===== config.mk =====
export PLATFORM = sky130hd
export DESIGN_NAME = three_level_priority_event_queue
export DESIGN_NICKNAME = d
export VERILOG_FILES = /design/src/rtl/tpeq_pkg.sv /design/src/rtl/tpeq_cell.sv /design/src/rtl/tpeq_level.sv /design/src/rtl/three_level_priority_event_queue.sv
export SDC_FILE = /design/constraint.sdc
export NUM_CORES = 2
export LEC_CHECK = 0
export ABC_AREA = 1
export ABC_CLOCK_PERIOD_IN_PS = 5820
export BUFFER_PORTS_ARGS = -buffer_cell sky130_fd_sc_hd__buf_2
export CAP_MARGIN = 20
export CELL_PAD_IN_SITES_DETAIL_PLACEMENT = 1
export CELL_PAD_IN_SITES_GLOBAL_PLACEMENT = 2
export CORE_MARGIN = 10
export CORE_UTILIZATION = 47
export DETAILED_ROUTE_END_ITERATION = 6
export PLACE_DENSITY_LB_ADDON = 0.3
export SLEW_MARGIN = 0
export SYNTH_ARGS = -nofsm -noshare
export SYNTH_HDL_FRONTEND = slang
export SYNTH_SLANG_ARGS = --single-unit

===== constraint.sdc =====
create_clock -name clock -period 5.82 [get_ports clock]
set_input_delay 0.291 -clock clock [delete_from_list [all_inputs] [get_ports clock]]
set_output_delay 0.291 -clock clock [all_outputs]
set_load 0.03 [all_outputs]

===== src/rtl/tpeq_pkg.sv =====
// Shared types, codes and default sizes for the three-level priority event queue.
package tpeq_pkg;

   localparam int QUEUE_DEPTH_DEFAULT = 16;
   localparam int EVENT_WIDTH_DEFAULT = 32;
   localparam int NUM_LEVELS = 3;

   typedef enum logic [2:0] {
      ST_OK       = 3'd0,
      ST_BAD_PRIO = 3'd1,
      ST_FULL     = 3'd2,
      ST_DISABLED = 3'd3,
      ST_EMPTY    = 3'd4
   } tpeq_status_type;

   typedef enum logic [1:0] {
      PRIO_LOW     = 2'd0,
      PRIO_NORMAL  = 2'd1,
      PRIO_HIGH    = 2'd2,
      PRIO_ILLEGAL = 2'd3
   } tpeq_prio_type;

   typedef enum logic {
      FUNC_PUSH = 1'b0,
      FUNC_TAKE = 1'b1
   } tpeq_func_type;

   typedef struct packed {
      logic push;
      logic pop;
   } tpeq_lvl_ctl_type;

   typedef struct packed {
      logic full;
      logic nonempty;
   } tpeq_lvl_stat_type;

endpackage


===== src/rtl/tpeq_cell.sv =====
// One queue entry cell that loads a pushed event or takes its neighbor's event on a pop.
module tpeq_cell #(
   parameter int EVENT_WIDTH = tpeq_pkg::EVENT_WIDTH_DEFAULT
) (
   input  logic                   clock,
   input  logic                   load,
   input  logic                   shift,
   input  logic [EVENT_WIDTH-1:0] push_data,
   input  logic [EVENT_WIDTH-1:0] next_data,
   output logic [EVENT_WIDTH-1:0] data
);

   logic [EVENT_WIDTH-1:0] data_ff;
   logic [EVENT_WIDTH-1:0] data_in;

   always_comb begin
      data_in = data_ff;
      priority if (load) begin
         data_in = push_data;
      end else if (shift) begin
         data_in = next_data;
      end
   end

   always_ff @(posedge clock) begin
      data_ff <= data_in;
   end

   assign data = data_ff;

endmodule


===== src/rtl/tpeq_level.sv =====
// One priority level: a chain of entry cells with the head at cell zero and an entry count.
module tpeq_level #(
   parameter int QUEUE_DEPTH = tpeq_pkg::QUEUE_DEPTH_DEFAULT,
   parameter int EVENT_WIDTH = tpeq_pkg::EVENT_WIDTH_DEFAULT
) (
   input  logic                        clock,
   input  logic                        reset,
   input  tpeq_pkg::tpeq_lvl_ctl_type  ctl,
   input  logic [EVENT_WIDTH-1:0]      push_data,
   output tpeq_pkg::tpeq_lvl_stat_type stat,
   output logic [EVENT_WIDTH-1:0]      head_data
);

   import tpeq_pkg::*;

   localparam int CNT_W = $clog2(QUEUE_DEPTH + 1);

   logic [CNT_W-1:0]       count_ff;
   logic [CNT_W-1:0]       count_in;
   logic [EVENT_WIDTH-1:0] cell_data [QUEUE_DEPTH];

   for (genvar i = 0; i < QUEUE_DEPTH; i++) begin : g_cell
      logic [EVENT_WIDTH-1:0] next_data;
      logic                   load;

      if (i == QUEUE_DEPTH - 1) begin : g_last
         assign next_data = cell_data[i];
      end else begin : g_mid
         assign next_data = cell_data[i+1];
      end

      assign load = ctl.push && (count_ff == CNT_W'(i));

      tpeq_cell #(
         .EVENT_WIDTH(EVENT_WIDTH)
      ) u_cell (
         .clock    (clock),
         .load     (load),
         .shift    (ctl.pop),
         .push_data(push_data),
         .next_data(next_data),
         .data     (cell_data[i])
      );
   end

   always_comb begin
      count_in = count_ff;
      priority if (ctl.push) begin
         count_in = count_ff + CNT_W'(1);
      end else if (ctl.pop) begin
         count_in = count_ff - CNT_W'(1);
      end
   end

   always_ff @(posedge clock) begin
      if (reset) begin
         count_ff <= '0;
      end else begin
         count_ff <= count_in;
      end
   end

   assign stat.full     = (count_ff == CNT_W'(QUEUE_DEPTH));
   assign stat.nonempty = (count_ff != '0);
   assign head_data     = cell_data[0];

   a_count_bound: assert property (@(posedge clock) disable iff (reset)
      count_ff <= CNT_W'(QUEUE_DEPTH))
      else $error("entry count exceeds queue depth");

   a_no_push_full: assert property (@(posedge clock) disable iff (reset)
      ctl.push |-> !stat.full)
      else $error("push into a full level");

   a_no_pop_empty: assert property (@(posedge clock) disable iff (reset)
      ctl.pop |-> stat.nonempty)
      else $error("pop from an empty level");

endmodule


===== src/rtl/three_level_priority_event_queue.sv =====
// Top level of the three-level strict-priority event queue.
// A beat is accepted when start is high and busy is low, and its result appears on the rsp_
// ports with rsp_strobe high in the next cycle, so a new command may be issued every cycle
// while busy is low. That rate is set by the cell chains, which shift or load all entries of a
// level at once. busy is high during reset and in the first cycle after reset; there is no
// clearing pass. Takes are served from the high, then normal, then low level, and
// the enable register gates pushes only. Results cannot be held off by the receiver.
module three_level_priority_event_queue #(
   parameter int QUEUE_DEPTH = tpeq_pkg::QUEUE_DEPTH_DEFAULT,
   parameter int EVENT_WIDTH = tpeq_pkg::EVENT_WIDTH_DEFAULT
) (
   input  logic                   clock,
   input  logic                   reset,
   input  logic                   start,
   output logic                   busy,
   input  logic                   req_func,
   input  logic [1:0]             req_priority_req,
   input  logic [EVENT_WIDTH-1:0] req_event_data,
   output logic                   rsp_strobe,
   output logic [2:0]             rsp_status,
   output logic                   rsp_event_valid,
   output logic [EVENT_WIDTH-1:0] rsp_event_out,
   output logic [1:0]             rsp_served_priority,
   input  logic                   csr_valid,
   output logic                   csr_ready,
   input  logic                   csr_enabled
);

   import tpeq_pkg::*;

   logic busy_ff;
   logic enabled_ff;
   logic accept;

   tpeq_lvl_ctl_type       ctl  [NUM_LEVELS];
   tpeq_lvl_stat_type      stat [NUM_LEVELS];
   logic [EVENT_WIDTH-1:0] head [NUM_LEVELS];

   logic                   strobe_ff;
   tpeq_status_type        status_ff;
   tpeq_status_type        status_in;
   logic                   valid_ff;
   logic                   valid_in;
   logic [EVENT_WIDTH-1:0] event_ff;
   logic [EVENT_WIDTH-1:0] event_in;
   tpeq_prio_type          served_ff;
   tpeq_prio_type          served_in;

   for (genvar l = 0; l < NUM_LEVELS; l++) begin : g_level
      tpeq_level #(
         .QUEUE_DEPTH(QUEUE_DEPTH),
         .EVENT_WIDTH(EVENT_WIDTH)
      ) u_level (
         .clock    (clock),
         .reset    (reset),
         .ctl      (ctl[l]),
         .push_data(req_event_data),
         .stat     (stat[l]),
         .head_data(head[l])
      );
   end

   assign accept = start && !busy_ff;

   always_comb begin
      status_in = ST_OK;
      valid_in  = 1'b0;
      event_in  = '0;
      served_in = PRIO_LOW;
      for (int l = 0; l < NUM_LEVELS; l++) begin
         ctl[l] = '0;
      end
      if (accept) begin
         if (req_func == FUNC_PUSH) begin
            priority if (!enabled_ff) begin
               status_in = ST_DISABLED;
            end else if (req_priority_req == PRIO_ILLEGAL) begin
               status_in = ST_BAD_PRIO;
            end else if (stat[req_priority_req].full) begin
               status_in = ST_FULL;
            end else begin
               ctl[req_priority_req].push = 1'b1;
            end
         end else begin
            priority if (stat[PRIO_HIGH].nonempty) begin
               served_in = PRIO_HIGH;
            end else if (stat[PRIO_NORMAL].nonempty) begin
               served_in = PRIO_NORMAL;
            end else if (stat[PRIO_LOW].nonempty) begin
               served_in = PRIO_LOW;
            end else begin
               status_in = ST_EMPTY;
            end
            if (status_in == ST_OK) begin
               ctl[served_in].pop = 1'b1;
               valid_in = 1'b1;
               event_in = head[served_in];
            end
         end
      end
   end

   always_ff @(posedge clock) begin
      if (reset) begin
         busy_ff    <= 1'b1;
         enabled_ff <= 1'b1;
         strobe_ff  <= 1'b0;
      end else begin
         busy_ff   <= 1'b0;
         strobe_ff <= accept;
         if (csr_valid && csr_ready) begin
            enabled_ff <= csr_enabled;
         end
      end
   end

   always_ff @(posedge clock) begin
      status_ff <= status_in;
      valid_ff  <= valid_in;
      event_ff  <= event_in;
      served_ff <= served_in;
   end

   assign busy                = busy_ff;
   assign csr_ready           = !busy_ff;
   assign rsp_strobe          = strobe_ff;
   assign rsp_status          = status_ff;
   assign rsp_event_valid     = valid_ff;
   assign rsp_event_out       = event_ff;
   assign rsp_served_priority = served_ff;

   a_one_update: assert property (@(posedge clock) disable iff (reset)
      $onehot0({ctl[0].push, ctl[1].push, ctl[2].push, ctl[0].pop, ctl[1].pop, ctl[2].pop}))
      else $error("more than one level updated in a cycle");

   a_strobe_follows_beat: assert property (@(posedge clock) disable iff (reset)
      rsp_strobe |-> $past(start && !busy))
      else $error("result strobe without an accepted beat");

   a_valid_means_ok: assert property (@(posedge clock) disable iff (reset)
      (rsp_strobe && rsp_event_valid) |->
         (rsp_status == ST_OK && rsp_served_priority != PRIO_ILLEGAL))
      else $error("event returned with a failing status");

endmodule

==> results.yml <==
detailed_routing:
  drc: 0
  drtIter0Drc: 3771
  vias_per_cell: 5.57
  ant_nets: 0
  drt-wirelength-per-cell_um: 24.9
  vias: 41600
  dr.pass1.iters: 5
  totalWireLength_um: 186000
critical_path:
  crit_arrival_ns: 4.65
  startpoint_type: "flip-flop"
  crit_type: "reg2reg"
  worstPathRequired_ns: 6.29
  end_kind: "flip-flop"
  path_max_fanout: 65
finish:
  multi_input_comb_area_um2: 15200
  fillers: 13900
  drive_above_1_share: 0.0933
  final_common_cell: "nand2_1"
  final_cell_mix: "nand2_1, edfxtp_1, o21ai_0"
  seqCellArea_um2: 47200
  layout.nets: 5588
  syn_to_final_growth_pct: 12.3
sta:
  finalCritPeriodShare: 0.718
  hold_viol: 0
  finalSetupViolCount: 0
  rsz0062_at_grt: "false"
  final.setup.worst_slack_ns: 1.64
  max_slew_margin: 0.308
  tightest_slew_ns: 1.04
  skew_ns: 0.0254
  fin_crit_ns: 4.18
  tns_ns: 0
  clock.fmax_mhz: 239
  drv_slew: 0
place:
  dpl.hpwl_um: 117000
  place_ws_ns: 1.55
  io_buffers: 80
  gp_congestion: 0.893
hold_path:
  hold_class: "in2reg"
floorplan:
  die_width_um: 391
  die_area_um2: 153000
  start_util: 0.472
  row_count: 136
  boundaryPins: 81
  core_um2: 137000
  fp.dieH_um: 391
grt:
  first_global_vias: 42100
  grt_antenna_before_repair: 7
  grt_start_max_net_pins: 66
  grt_first_pass_wirelength_um: 275000
  overflow: 0
  groute.usage.overall: 0.242
cts:
  clkSinkCount: 1592
  insertion_delay_ns: 0.79
  cts_buffer_depth: 3
  cts_htree_levels: 4
  numCtsBuffers: 169
  ctsRootBufferMaster: "clkbuf_16"
  cts.clk_slew.worst_paths_ns: 0.06
  cts_resized: 0
  tritoncts: "yes"
logic_synthesis:
  syn_nets: 5634
  syn-cell-area_um2: 64600
  synthCells: 5576
  ys_seq_elements: 1592
  seq_area_frac_synth: 0.731
  synth_top_area_share: 0.714
  yosysWarnings: 0
  ys_top_cells_by_area: "edfxtp_1, nand2_1, o21ai_0, dfxtp_1, o21ai_1"
  synthDistinctLibCells: 28
  syn_avg_cell_area_um2: 11.6
  synth.largest_area_cell: "edfxtp_1"
power_and_ir_drop:
  p_leak_nw: 27.6
  irDropWorstVdd_mv: 0.327
  switching_power_mw: 5.29
  power_frac_comb: 0.040
  netSwitchingFraction: 0.217
  power_frac_seq: 0.520
  power.internal_mw: 19.1
  clkPwrFrac: 0.440
  power.density_nw_per_um2: 336
  p_total_mw: 24.4
outcome:
  outcome: "completed"
job:
  maxCapViolCount: 0
-- worst max-delay path, cell delays in order, from the launching register on --
cell,delay [ns]
dfxtp_1,0.42
inv_1,0.14
ha_1,0.24
nand2_1,0.08
inv_1,0.05
nand3_1,0.12
nand2_1,0.11
nor2_4,0.35
nand2_2,0.32
inv_4,0.58
nand2_2,0.08
buf_4,0.33
nand2_1,0.63
buf_4,0.38
-- flip-flops by register name, indices dropped and copies added, names as in the netlist --
name,cells
enabled_ff,1
rsp_strobe,1
busy,1
g_level.u_level.g_cell.u_cell.data,1536
rsp_served_priority,2
rsp_status,3
rsp_event_valid,1
rsp_event_out,32
g_level.u_level.count_ff,15
-- Yosys cell counts --
| library cell | n |
|---|---|
| xor2_1 | 3 |
| ha_1 | 18 |
| nand2_4 | 2 |
| buf_1 | 13 |
| inv_2 | 5 |
| edfxtp_1 | 1536 |
| buf_6 | 3 |
| clkbuf_1 | 283 |
| inv_1 | 92 |
| nor2_4 | 2 |
| nand2_2 | 1 |
| o21ai_1 | 219 |
| a21oi_1 | 30 |
| nand3b_1 | 1 |
| nand4_1 | 3 |
| nor3_1 | 24 |
| buf_4 | 1 |
| nand3_1 | 138 |
| nor2_1 | 48 |
| dfxtp_1 | 56 |
| buf_2 | 162 |
| nand2_1 | 1772 |
| clkinv_1 | 3 |
| clkbuf_2 | 2 |
| o21ai_0 | 1133 |
| nor2_2 | 12 |
| a31oi_1 | 13 |
| inv_4 | 1 |
-- through the flow --
stage               std cells  instance area [µm²]  utilization  hold WS, ns
global route             7464                72600        0.530       0.0598
global placement         7098                66300        0.484        0.490
finish                   7466                72600        0.530       0.0700
detailed placement       7103                66400        0.485        0.490
CTS                      7453                72300        0.528       0.0231
floorplan                5576                64600            -        0.319
-- repair_timing --
action | 4_1_cts | 5_1_grt
buffers inserted | 0 | 0
hold endpoints to repair | 102 | 0
endpoints found under the setup margin | 0 | 0
hold buffers | 39 | 0
-- power by group through the flow --
stage               sequential, mW  clock [mW]  combinational [mW]
finish                        12.7        10.7               0.966
global route                  12.7        11.4                1.02
CTS                           12.7        10.9               0.957
detailed placement            12.9           0               0.932
global placement              12.9           0               0.907
floorplan                     12.9           0               0.395
-- worst paths after layout --
path | start | slack (ns) | cells after the start | to
worst min register to register | g_level[0].u_level.g_cell[0].u_cell.data[7] | 0.49 | 2 | rsp_event_out[7]
worst max-delay path | g_level[0].u_level.count_ff[0] | 1.64 | 13 | g_level[2].u_level.g_cell[12].u_cell.data[20]
worst min-delay path | req_event_data[6] | 0.07 | 1 | g_level[2].u_level.g_cell[15].u_cell.data[6]
worst max register to register | g_level[0].u_level.count_ff[0] | 1.64 | 13 | g_level[2].u_level.g_cell[12].u_cell.data[20]
-- layer usage --
metal,vias to the layer above,share of wire,global-route usage
met5,-,0,0
met4,0,0.042,0.0972
met3,307,0.060,0.0346
met2,1271,0.46,0.380
met1,20600,0.44,0.339
li1,19400,-,-
-- area by class of cell --
| type | instances | share of cell area |
|---|---|---|
| multi-input combinational | 3419 | 0.209 |
| clock inverter | 100 | 0.0128 |
| antenna | 2 | 0.0000689 |
| clock buffer | 211 | 0.0632 |
| tap | 1794 | 0.0309 |
| inverter | 101 | 0.00536 |
| timing repair buffer | 247 | 0.0280 |
| sequential | 1592 | 0.651 |
-- cells by family (layout without fill, tap and decap cells) --
logic type,count (synthesis),in the layout,synth area share
and+or+nand+nor,2003,2003,0.121
other,0,2,0
buffers and inverters,565,659,0.0364
AOI/OAI and AO/OA,1395,1395,0.108
DFF,1592,1592,0.731
adders and majority gates,18,18,0.00348
xor gates and xnor gates,3,3,0.000407
Power figures use the tool's default switching activity.
